**config.mk**
```make
export PLATFORM = sky130hd
export DESIGN_NAME = cpit_div
export DESIGN_NICKNAME = d
export VERILOG_FILES = /design/src/hw/rtl/cpit_pkg.sv /design/src/hw/rtl/cpit_div.sv
export SDC_FILE = /design/constraint.sdc
export NUM_CORES = 1
export LEC_CHECK = 0
export BUFFER_PORTS_ARGS = -buffer_cell sky130_fd_sc_hd__buf_2
export CAP_MARGIN = 0
export CELL_PAD_IN_SITES_DETAIL_PLACEMENT = 1
export CELL_PAD_IN_SITES_GLOBAL_PLACEMENT = 2
export CORE_ASPECT_RATIO = 2
export CORE_UTILIZATION = 34
export DETAILED_ROUTE_END_ITERATION = 6
export PLACE_DENSITY_LB_ADDON = 0.08
export RECOVER_POWER = 100
export SETUP_SLACK_MARGIN = 0.02
export SYNTH_ARGS = -nofsm -noshare
export SYNTH_HDL_FRONTEND = slang
export SYNTH_SLANG_ARGS = --single-unit
export TNS_END_PERCENT = 1
```
**constraint.sdc**
```tcl
create_clock -name i_clk -period 2.67 [get_ports i_clk]
set_input_delay 0.267 -clock i_clk [delete_from_list [all_inputs] [get_ports i_clk]]
set_output_delay 0.267 -clock i_clk [all_outputs]
set_load 0.02 [all_outputs]
```
**src/hw/rtl/cpit_pkg.sv**
```systemverilog
// Shared constants, codes and types of the circular profile interpolation table.
`default_nettype none
package cpit_pkg;

    localparam int MAX_SAMPLES  = 1024;
    localparam int SECTOR_COUNT = 32;

    localparam int ADDR_W    = $clog2(MAX_SAMPLES);
    localparam int CNT_W     = $clog2(MAX_SAMPLES + 1);
    localparam int SEC_SHIFT = $clog2(SECTOR_COUNT);

    localparam int LEN_W     = 16;
    localparam int ALT_IN_W  = 16;
    localparam int AZ_W      = 16;
    localparam int SEC_W     = 5;
    localparam int ALT_W     = 15;
    localparam int STAT_W    = 2;
    localparam int ACT_W     = 2;
    localparam int OUT_CNT_W = 11;

    localparam int MUL_W  = 18;
    localparam int PROD_W = 2 * MUL_W;

    localparam logic [ALT_W-1:0] ALT_FULL  = 15'd23040;
    localparam logic [LEN_W-1:0] LEN_RESET = 16'd1024;
    localparam logic [LEN_W-1:0] LEN_MAX   = LEN_W'(MAX_SAMPLES);
    localparam logic [CNT_W-1:0] CNT_MAX   = CNT_W'(MAX_SAMPLES);

    localparam logic [ACT_W-1:0] ACT_CLEAR  = 2'd0;
    localparam logic [ACT_W-1:0] ACT_LOAD   = 2'd1;
    localparam logic [ACT_W-1:0] ACT_INTERP = 2'd2;
    localparam logic [ACT_W-1:0] ACT_SECTOR = 2'd3;

    localparam logic [STAT_W-1:0] ST_OK      = 2'd0;
    localparam logic [STAT_W-1:0] ST_IGNORED = 2'd1;
    localparam logic [STAT_W-1:0] ST_EMPTY   = 2'd2;

    typedef struct packed {
        logic             done;
        logic [LEN_W-1:0] quot;
        logic [CNT_W-1:0] rem;
    } t_div_out;

endpackage
`default_nettype wire

```
**src/hw/rtl/cpit_div.sv**
```systemverilog
// Iterative restoring divider, one quotient bit per cycle, for the sample step.
`default_nettype none
module cpit_div (
    input  wire logic                   i_clk,
    input  wire logic                   i_rst_n,
    input  wire logic                   i_start,
    input  wire logic [cpit_pkg::LEN_W-1:0] i_dividend,
    input  wire logic [cpit_pkg::CNT_W-1:0] i_divisor,
    output      cpit_pkg::t_div_out     o_res
);
    import cpit_pkg::*;

    localparam int STEP_W = $clog2(LEN_W);
    localparam logic [STEP_W-1:0] LAST_STEP = STEP_W'(LEN_W - 1);

    logic              r_busy;
    logic              r_done;
    logic [STEP_W-1:0] r_step;
    logic [LEN_W-1:0]  r_quot;
    logic [CNT_W-1:0]  r_rem;
    logic [CNT_W-1:0]  r_dvs;
    logic [CNT_W:0]    w_trial;
    logic              w_ge;
    logic [CNT_W-1:0]  w_rem_next;

    assign w_trial    = {r_rem, r_quot[LEN_W-1]};
    assign w_ge       = w_trial >= {1'b0, r_dvs};
    assign w_rem_next = w_ge ? CNT_W'(w_trial - {1'b0, r_dvs}) : CNT_W'(w_trial);

    always_ff @(posedge i_clk) begin
        if (!i_rst_n) begin
            r_busy <= 1'b0;
            r_done <= 1'b0;
            r_step <= '0;
        end else begin
            r_done <= r_busy && (r_step == LAST_STEP);
            if (i_start) begin
                r_busy <= 1'b1;
                r_step <= '0;
            end else if (r_busy) begin
                r_step <= r_step + 1'b1;
                if (r_step == LAST_STEP) begin
                    r_busy <= 1'b0;
                end
            end
        end
    end

    always_ff @(posedge i_clk) begin
        if (i_start) begin
            r_quot <= i_dividend;
            r_rem  <= '0;
            r_dvs  <= i_divisor;
        end else if (r_busy) begin
            r_quot <= {r_quot[LEN_W-2:0], w_ge};
            r_rem  <= w_rem_next;
        end
    end

    assign o_res.done = r_done;
    assign o_res.quot = r_quot;
    assign o_res.rem  = r_rem;
endmodule
`default_nettype wire

```
==> run summary <==
Commonest non-fill, non-tap cells in the layout = 33 x clkbuf_1, 28 x buf_2, 27 x edfxtp_1
Antenna viol nets, final = 0
Reported max-cap violation count = 0
Final min period = 2.465 ns
Final Setup Violations = 0
Initial antenna violation count = 0
Status = finished clean
Count of cell types in the netlist = 47
Fmax = 0.4057 GHz
Synthesized flop and latch total = 44
Final Hold Vio Count = 0
Max stage delay on crit path = 0.42 ns
Global route overflow = 0
Final Wtd Congestion = 0.7560
Final core occ = 43.44%
Peak supply drop = 0.4952 mV
Area Overhead vs Synth = 21.44%
Largest net degree at the start of global routing = 32
Clock Skews = 0.008240 ns
HP Class = input port to register
Gate count after technology mapping = 210
CTS Buffer Depth = 2
Final nets = 317
Avg Cell Area, Syn = 11.37 µm²
First-pass GRT wire length = 9266 µm
Die Width = 61.25 µm
CTS clock-pin slew for the worst setup and hold paths = 0.06 ns
Port bufs = 57
Endpoint class of the critical path = register
Worst slew margin = 10.77%
Cells resized by post-CTS repair = 0
Worst Path Buf+Inv = 1
Mapped cell area = 2387 µm²
CP startpoint kind = register
Vias in the first global route = 1911
EDFF count, synth = 27
Die Y = 120.5 µm
Pwr/cell area = 670.9 nW/µm²
N_diodes = 0
Seq/Total Area, Yosys = 48.22%
Std cell rows = 42
Final setup margin = 0.2053 ns
Worst Path Arrival = 2.63 ns
Clk sinks = 44
Num CTS Buffers = 5
Worst-Skew Late Latency = 0.29 ns
Share of post-route cells with drive strength above 1 = 24.36%
CTS Root Cell = clkbuf_16
CP Cell Sequence = inv_1 -> ha_1 -> fa_1 -> nor2b_4 -> o31a_1 -> o21ai_4 -> o21ai_2 -> nor4bb_1 -> or3_1
GRT Total Usage = 17.82%
Post-synth ARST share = 0%
DPL Wire Length = 4286 µm
Wirelength per Cell = 15.67 µm
Pre-CTS setup slack = 0.1508 ns
Most common cell after layout, fill and taps aside = clkbuf_1
Drt first pass iters = 4
Worst EP required = 2.83 ns
YS warnings = 0
Routed vias = 1805
Remaining DRCs = 0
Crit Path Category = register to register
H-Tree Depth = 2
CTS Hold Bufs = 0
Cell family with most CP delay = compound AO/OA/AOI/OAI gates
IO Pins = 58
Fillers = 805
Drt via density = 4.972
Core box area = 6674 µm²
RSZ-0062 raised after global routing = no
Postcts setup bufs = 0
Final Cycle Share = 92.31%
CTS tree = built
DRT Wirelength = 5690 µm
Worst path slowest cell = or3_1
Leakage = 1.146 nW
Crit-path max FO = 6
Initial Util = 35.77%
Worst-margin pin slew = 1.338 ns
Fin. max-slew vios = 0
Syn nets = 253
Setup TNS = 0 ns
Die area = 7381 µm²
Top FF cell, synth = edfxtp_1
Initial drt markers = 56
[final timing paths]
check                    start        to  slack [ns]  cells past startpoint
setup / recovery    r_quot[15]  r_rem[1]        0.21                      9
hold / removal    i_divisor[8]  r_dvs[8]        0.15                      1
setup reg to reg    r_quot[15]  r_rem[1]        0.21                      9
hold reg to reg      r_step[3]    r_done        0.48                      2
[power by group]
part,internal [mW],switching [mW],total [mW]
clock network,0.346,0.246,0.591
registers,0.791,0.0400,0.831
logic,0.223,0.300,0.523
[cell type report]
class                   count  area, µm²  share of cell area [%]
repair buffers             66      309.0                   10.66
well taps                  88      110.1                   3.798
inverters                  13      48.80                   1.683
clock inverters             1      5.005                  0.1726
multi-input cells         144       1142                   39.40
flip-flops and latches     44       1151                   39.71
clock buffers               7      132.6                   4.575
[stage by stage]
stage	instance area (µm²)	power, mW	hold slack (ns)	std cells
floorplan	2387	1.214	0.3659	210
global placement	2759	1.358	0.4437	349
detailed placement	2759	1.365	0.4454	349
CTS	2897	1.974	0.1356	357
global route	2899	2.060	0.1380	363
finish	2899	1.945	0.1479	363
[flip-flops by register name, indices dropped and copies added (netlist names)]
register and cells:
r_busy 1, r_dvs 11, r_done 1, r_rem 11
r_quot 16, r_step 4
[cells by family (layout without fill, tap and decap cells)]
group,Yosys count,count (layout),share of synthesized area (%)
compound gates,38,39,11.48
xor+xnor,8,8,2.935
buf+inv,23,87,4.297
simple gates,59,59,14.41
flops,44,44,48.22
fa+ha+maj,13,13,7.128
mux,25,25,11.53
[metal layers]
| layer | vias to the layer above | part of all wire (%) | GRT usage, % |
|---|---|---|---|
| met5 | - | 0 | 0 |
| met1 | 869 | 37 | 17.17 |
| met2 | 36 | 58 | 32.81 |
| li1 | 894 | - | - |
| met3 | 6 | 3.0 | 4.278 |
| met4 | 0 | 2.2 | 8.807 |
[cell usage after synthesis (2+ instances only)]
library cell  count  area [µm²]
o31a_1            2       17.52
nand2_1           9       33.78
or3_1             2       12.51
nor4bb_1          2       20.02
edfxtp_1         27       810.8
buf_1             2       7.510
xor2_1            2       17.52
o21ai_1           4       20.02
a211oi_1          7       52.55
o22ai_1           2       12.51
ha_1             12       150.1
nand2b_1          5       31.28
nor4_4            2       42.54
nor2b_1           2       12.51
nand4_1           2       12.51
a21oi_1           7       35.03
o21ai_0           4       20.02
nand3_1           4       20.02
clkbuf_1          4       15.01
xnor2_1           6       52.55
a311oi_1          2       17.52
inv_1            12       45.04
dfxtp_1          17       340.3
mux2i_1           8       80.08
mux2_2           16       180.2
o21ai_4           2       32.53
o21a_1            2       15.01
o211ai_1          3       22.52
nor2_1           22       82.58
buf_4             2       15.01
No activity file was read; power rests on OpenSTA's default activity.
