`config.mk`:
```
export PLATFORM = sky130hd
export DESIGN_NAME = cpit_mul
export DESIGN_NICKNAME = d
export VERILOG_FILES = /design/src/hw/rtl/cpit_pkg.sv /design/src/hw/rtl/cpit_mul.sv
export SDC_FILE = /design/constraint.sdc
export NUM_CORES = 1
export LEC_CHECK = 0
export ABC_AREA = 1
export BUFFER_PORTS_ARGS = -buffer_cell sky130_fd_sc_hd__buf_2
export CORE_MARGIN = 5
export CORE_UTILIZATION = 45
export CTS_CLUSTER_DIAMETER = 200
export CTS_CLUSTER_SIZE = 28
export DETAILED_ROUTE_END_ITERATION = 6
export PLACE_DENSITY = 0.71
export SKIP_LAST_GASP = 1
export SLEW_MARGIN = 20
export SYNTH_ARGS = -nofsm -noshare
export SYNTH_HDL_FRONTEND = slang
export SYNTH_SLANG_ARGS = --single-unit
export TNS_END_PERCENT = 20
```
`constraint.sdc`:
```
create_clock -name i_clk -period 9.4 [get_ports i_clk]
set_input_delay 2.35 -clock i_clk [delete_from_list [all_inputs] [get_ports i_clk]]
set_output_delay 2.35 -clock i_clk [all_outputs]
set_load 0.05 [all_outputs]
```
`src/hw/rtl/cpit_pkg.sv`:
```
// Shared constants, codes and types of the circular profile interpolation table.
`default_nettype none
package cpit_pkg;

    localparam int MAX_SAMPLES  = 1024;
    localparam int SECTOR_COUNT = 32;

    localparam int ADDR_W    = $clog2(MAX_SAMPLES);
    localparam int CNT_W     = $clog2(MAX_SAMPLES + 1);
    localparam int SEC_SHIFT = $clog2(SECTOR_COUNT);

    localparam int LEN_W     = 16;
    localparam int ALT_IN_W  = 16;
    localparam int AZ_W      = 16;
    localparam int SEC_W     = 5;
    localparam int ALT_W     = 15;
    localparam int STAT_W    = 2;
    localparam int ACT_W     = 2;
    localparam int OUT_CNT_W = 11;

    localparam int MUL_W  = 18;
    localparam int PROD_W = 2 * MUL_W;

    localparam logic [ALT_W-1:0] ALT_FULL  = 15'd23040;
    localparam logic [LEN_W-1:0] LEN_RESET = 16'd1024;
    localparam logic [LEN_W-1:0] LEN_MAX   = LEN_W'(MAX_SAMPLES);
    localparam logic [CNT_W-1:0] CNT_MAX   = CNT_W'(MAX_SAMPLES);

    localparam logic [ACT_W-1:0] ACT_CLEAR  = 2'd0;
    localparam logic [ACT_W-1:0] ACT_LOAD   = 2'd1;
    localparam logic [ACT_W-1:0] ACT_INTERP = 2'd2;
    localparam logic [ACT_W-1:0] ACT_SECTOR = 2'd3;

    localparam logic [STAT_W-1:0] ST_OK      = 2'd0;
    localparam logic [STAT_W-1:0] ST_IGNORED = 2'd1;
    localparam logic [STAT_W-1:0] ST_EMPTY   = 2'd2;

    typedef struct packed {
        logic             done;
        logic [LEN_W-1:0] quot;
        logic [CNT_W-1:0] rem;
    } t_div_out;

endpackage
`default_nettype wire

```
`src/hw/rtl/cpit_mul.sv`:
```
// Shared signed multiplier with a registered product.
`default_nettype none
module cpit_mul (
    input  wire logic                                i_clk,
    input  wire logic signed [cpit_pkg::MUL_W-1:0]  i_a,
    input  wire logic signed [cpit_pkg::MUL_W-1:0]  i_b,
    output      logic signed [cpit_pkg::PROD_W-1:0] o_p
);
    import cpit_pkg::*;

    always_ff @(posedge i_clk) begin
        o_p <= i_a * i_b;
    end
endmodule
`default_nettype wire

```
==> results.json, run 1 <==
{
  "hp-class": "input pin to register",
  "fin_crit_sh_pct": 81.8,
  "clk_pin_slew_ps": 60,
  "hold_depth": 3,
  "maxSlewHeadroom_pct": 65.2,
  "postRouteAntennaNets": 0,
  "track_usage_pct": 20.6,
  "slowest_delay_ps": 900,
  "cts_hold_buf": 0,
  "num-fill-cells": 2992,
  "ys_top_cells_by_area": "fa_1 47%, inv_1 16%, nand2_1 14%",
  "coreArea_um2": 30500,
  "worstSetupPathType": "input pin to register",
  "nets": 2293,
  "syn_inst": 1826,
  "setup_viol": 0,
  "syn_nets": 2285,
  "start_util_pct": 45.6,
  "min_period_ps": 7690,
  "cp-end-kind": "register",
  "worst_pin_slew_ps": 522,
  "drt-wirelength-per-cell_um": 14.6,
  "globalplace.congestion": 0.915,
  "grt_pass1_wl_mm": 57.0,
  "ys_ff_latch": 36,
  "grt_setup_unrepaired": "false",
  "fp.dieArea_um2": 34500,
  "place_ws_ps": 1400,
  "die_x_um": 186,
  "timing.fmax_mhz": 130,
  "synth.distinct_cells": 26,
  "cts_buffer_depth": 2,
  "synth_top_area_share_pct": 47.4,
  "portBuffers": 72,
  "synth_area_um2": 13900,
  "holdPathEnd": "o_p[0]$_DFF_P_",
  "arrival_ps": 7920,
  "clock-sinks": 36,
  "overflow": 0,
  "fp-row-count": 64,
  "hold_violations": 0,
  "drc": 0,
  "syn_avg_cell_area_um2": 7.61,
  "yosysWarnings": 0,
  "setup_tns_ps": 0,
  "final_layout_size_suffix_gt1_share_pct": 5.50,
  "postCtsSetupRepairBufs": 0,
  "wl_mm": 32.6,
  "io_pins": 73,
  "grt_max_degree": 19,
  "drv_cap": 0,
  "largestRegisters": "o_p: 36 flops",
  "status": "finished clean",
  "crit_chain": "buf_2 > nand2_1 > fa_1 > inv_1 > fa_1 > fa_1 > fa_1 > fa_1 > inv_1 > fa_1 > inv_1 > ha_1 > nand2_1 > nor2_2 > inv_1 > nor2_2 > nand3_1 > nand3b_1 > xor2_1",
  "ctsRootBufferMaster": "clkbuf_16",
  "start_kind": "input pin",
  "largest_reg_flops": 36,
  "required_ps": 9630,
  "cts_max_level": 2,
  "dp_hpwl_mm": 28.0,
  "fin_ws_ps": 1710,
  "seq_area_frac_synth_pct": 5.19,
  "top_register": "o_p",
  "area_growth_pct": 5.29,
  "drt-initial-drc-count": 600,
  "min_from": "i_b[0]",
  "crit_slowest_cell": "fa_1",
  "via_count": 10700,
  "first_global_vias": 11900,
  "yosys.area.top_type": "fa_1",
  "cts_tree": "yes",
  "critPathMaxFanout": 18,
  "viasPerCell": 4.81,
  "antenna_found_initial": 1,
  "crit_path_frequent_cell": "fa_1",
  "cts_resized": 0,
  "drt_pass1_iterations": 5,
  "die_h_um": 186,
  "numCtsBuffers": 5,
  "drv_slew": 0
}
-- layout make-up --
cell class / count / area [um^2] / area share [%]
Sequential cell: 36 / 721 / 4.93
Timing Repair Buffer: 72 / 360 / 2.46
Antenna cell: 1 / 2.50 / 0.0171
Tap cell: 396 / 495 / 3.39
Inverter: 608 / 2280 / 15.6
Multi-Input combinational cell: 1111 / 10600 / 72.6
Clock inverter: 3 / 18.8 / 0.128
Clock buffer: 5 / 125 / 0.855
-- synthesized netlist by cell type --
master / count
o21bai_1: 6
xor2_1: 14
dfxtp_1: 36
nand4_1: 8
nand2_2: 6
nand2_1: 503
o21ai_0: 5
nor2_2: 7
ha_1: 93
a21oi_1: 26
and2_4: 1
buf_1: 3
or2_1: 1
and2_1: 5
a21o_1: 1
or2_2: 3
fa_1: 329
nor2_1: 59
nand3_1: 33
inv_1: 605
clkbuf_1: 68
nor3_1: 5
xnor2_1: 3
nand3b_1: 2
nand3_2: 1
inv_2: 3
-- worst max-delay path, delay by kind of cell --
kind / cells / cell delay (ps)
simple gates: 6 / 940
buf+inv: 5 / 640
xor+xnor: 1 / 140
fa+ha+maj: 7 / 3840
-- cell usage in the layout (no fill, tap or decap), types with 5 or more instances in the layout --
cell	synthesis	routed
a21oi_1	26	26
and2_1	5	5
buf_2	0	72
clkbuf_16	0	5
dfxtp_1	36	36
fa_1	329	329
ha_1	93	93
inv_1	605	605
nand2_1	503	503
nand2_2	6	6
nand3_1	33	33
nand4_1	8	8
nor2_1	59	59
nor2_2	7	7
nor3_1	5	5
o21ai_0	5	5
o21bai_1	6	6
xor2_1	14	14
-- metrics by stage --
| stage | hold WS, ps | instance area (um^2) | cells | utilization [%] |
|---|---|---|---|---|
| finish | 2460 | 14600 | 2232 | 48.0 |
| global route | 2500 | 14600 | 2232 | 48.0 |
| CTS | 2450 | 14600 | 2231 | 48.0 |
| detailed placement | 2770 | 14500 | 2223 | 47.5 |
| global placement | 2750 | 14500 | 2223 | 47.5 |
| floorplan | 2650 | 13900 | 1826 | - |
-- metal layers --
layer	share of wire, %	vias up	track usage [%]
met5	0	-	0
met4	2.9	0	6.06
met3	6.2	64	2.79
met2	52	306	37.6
met1	39	5330	25.3
li1	-	5026	-
-- kinds of logic (layout without fill, tap and decap cells) --
family,Yosys count,count (layout),share of synthesized area [%]
adder cells (fa/ha/maj),422,422,55.8
AND/OR/NAND/NOR,634,634,18.1
XOR/XNOR,17,17,1.07
other,0,1,0
AO/OA/AOI/OAI,38,38,1.49
flip-flops,36,36,5.19
buffers and inverters,679,688,18.3
-- worst max-delay path by stage --
stage	start	endpoint	slack, ps	cells after the start
2_1_floorplan	i_b[4]	o_p[33]$_DFF_P_	1810	21
3_3_place_gp	i_b[3]	o_p[27]$_DFF_P_	1490	19
6_report	i_b[3]	o_p[27]$_DFF_P_	1710	19
4_1_cts	i_b[3]	o_p[27]$_DFF_P_	1710	19
5_1_grt	i_a[17]	o_p[32]$_DFF_P_	1310	24
3_5_place_dp	i_b[3]	o_p[33]$_DFF_P_	1400	20
Power of run 1 is left out: the tool's default activity adds up to more than one toggle a clock period on the data nets, which glitch-free logic cannot reach.
==> inputs of run 2 (changes only) <==
ABC_AREA = 0   (was 1)
PLACE_DENSITY = 0.73   (was 0.71)
clock period = 6.7 ns   (was 9.4 ns; I/O delays follow)
==> results.json, run 2 <==
{
  "grt_pass1_wl_mm": 56.2,
  "fp.dieArea_um2": 32200,
  "path_buf_inv": 6,
  "muxShareOfSynthArea_pct": 0.165,
  "synth_xor_area_share_pct": 2.31,
  "cts_tree": "yes",
  "portBuffers": 72,
  "regArea_um2": 721,
  "critPathMaxFanout": 12,
  "area_growth_pct": 24.7,
  "arrival_ps": 7230,
  "synthAdderAreaFrac_pct": 60.0,
  "min_period_ps": 7010,
  "fin_util_pct": 56.4,
  "crit_chain": "buf_8 > buf_6 > and2_4 > fa_1 > fa_1 > ha_2 > inv_2 > fa_1 > inv_2 > fa_1 > inv_1 > fa_1 > inv_2 > ha_4 > a2111oi_4 > o21ai_2 > a221oi_4 > a21oi_4 > or4_4 > a41o_1 > a21oi_2 > xnor2_1",
  "drt-initial-drc-count": 437,
  "numCtsBuffers": 5,
  "largest_reg_flops": 36,
  "start_kind": "input pin",
  "synth_top_area_share_pct": 51.0,
  "yosysWarnings": 0,
  "synth-simple-area-share_pct": 15.4,
  "multiInputGateArea_um2": 11200,
  "hold_violations": 0,
  "setup_viol": 14,
  "cts_buffer_depth": 2,
  "postSynth.asyncResetShare_pct": 0,
  "critPathTopFamily": "adder cells",
  "yosys.area.top_type": "fa_1",
  "worstSetupPathType": "input pin to register",
  "overflow": 0,
  "antenna_found_initial": 0,
  "die_x_um": 179,
  "track_usage_pct": 21.4,
  "timing.fmax_mhz": 143,
  "crit_slowest_cell": "fa_1",
  "syn_nets": 1837,
  "ys_ff_latch": 36,
  "io_pins": 73,
  "finalNonFillerCells": 2001,
  "placed_cells": 1968,
  "cts_max_level": 2,
  "status": "complete, but fails checks",
  "drt-wirelength-per-cell_um": 16.2,
  "ys_top_cells_by_area": "fa_1 51%, inv_1 11%, ha_1 9.0%",
  "fin_crit_sh_pct": 105,
  "dp_hpwl_mm": 28.0,
  "die_h_um": 179,
  "grt_max_degree": 17,
  "synth.distinct_cells": 48,
  "synth-compound-area-share_pct": 4.48,
  "wl_mm": 32.5,
  "coreArea_um2": 28500,
  "grt_setup_unrepaired": "true",
  "clock-sinks": 36,
  "maxSlewHeadroom_pct": 73.3,
  "start_util_pct": 45.2,
  "top_register": "o_p",
  "num-fill-cells": 2471,
  "worst_pin_slew_ps": 399,
  "drv_cap": 0,
  "clk_pin_slew_ps": 60,
  "cp-end-kind": "register",
  "synth_ff_type": "dfxtp_1",
  "ctsRootBufferMaster": "clkbuf_16",
  "globalplace.congestion": 0.895,
  "synthMostInstantiatedCell": "inv_1",
  "final_cell_mix": "349 x inv_1, 315 x fa_1, 195 x buf_4",
  "synth_top_family_by_area": "adder cells",
  "insertedDiodeCount": 0,
  "final_common_cell": "inv_1",
  "first_global_vias": 11600,
  "violations": "setup timing",
  "drv_slew": 0,
  "via_count": 9925,
  "fin_ws_ps": -305,
  "final_layout_size_suffix_gt1_share_pct": 24.6,
  "syn_avg_cell_area_um2": 9.37,
  "synth_area_um2": 12900,
  "required_ps": 6920,
  "ys_top_cells_by_count": "371 x inv_1, 329 x fa_1, 163 x and2_1",
  "drt_pass1_iterations": 5,
  "slowest_delay_ps": 560,
  "hp-class": "input pin to register",
  "crit_path_frequent_cell": "fa_1",
  "viasPerCell": 4.96,
  "synth_edf_count": 0,
  "fp-row-count": 62,
  "seq_area_frac_synth_pct": 5.58,
  "syn_inst": 1378,
  "largestRegisters": "o_p: 36 flops",
  "nets": 2075,
  "drc": 0,
  "postRouteAntennaNets": 0
}
==> run 2: path summary, 6_finish.rpt <==
path / to / startpoint / depth (start not counted) / slack (ps)
worst max-delay path: o_p[28]$_DFF_P_ / i_b[3] / 22 / -310
worst min-delay path: o_p[0]$_DFF_P_ / i_a[0] / 3 / 1920
==> run 2: metrics by stage <==
step,area [um^2],TNS (ps),worst slack [ps],hold WS (ps)
2_1_floorplan,13400,-1120,-227,1800
4_1_cts,16000,-2040,-278,1900
5_1_grt,16100,-6270,-541,1920
3_5_place_dp,15200,-10780,-898,2140
3_3_place_gp,15200,-8970,-823,2140
6_report,16100,-2470,-305,1920
==> run 2: cells by family (layout without fill, tap and decap cells) <==
family | Yosys count | in the layout
muxes | 2 | 2
adders and majority gates | 422 | 422
AOI/OAI and AO/OA | 82 | 82
buffers and inverters | 415 | 654
and+or+nand+nor | 387 | 387
xor gates and xnor gates | 34 | 34
DFF | 36 | 36
==> run 2: tightest hold or removal path, stage by stage <==
cell	delay, ps
buf_2	150
buf_4	190
and2_1	140
==> run 2: area by class of cell <==
type | count | share of cell area, %
Tap cell | 384 | 2.98
Clock inverter | 3 | 0.264
Clock buffer | 5 | 0.777
Inverter | 371 | 8.68
Timing Repair Buffer | 275 | 13.4
Sequential cell | 36 | 4.47
Multi-Input combinational cell | 927 | 69.4
==> run 2: repair_timing <==
action                     in CTS  in global routing
resized for setup             128                 19
setup endpoints to repair      16                 19
cloned                          1                  0
hold buffers                    0                  0
pin swaps                      68                 20
setup buffers                  26                  1
==> run 2: layer usage <==
layer | track usage (%) | part of all wire, % | vias up
met5 | 0 | 0 | -
met4 | 10.3 | 5.6 | 0
met3 | 3.82 | 5.6 | 119
met2 | 38.2 | 52 | 319
met1 | 25.0 | 37 | 5031
li1 | - | - | 4456
Power of run 2 is left out for the same reason.
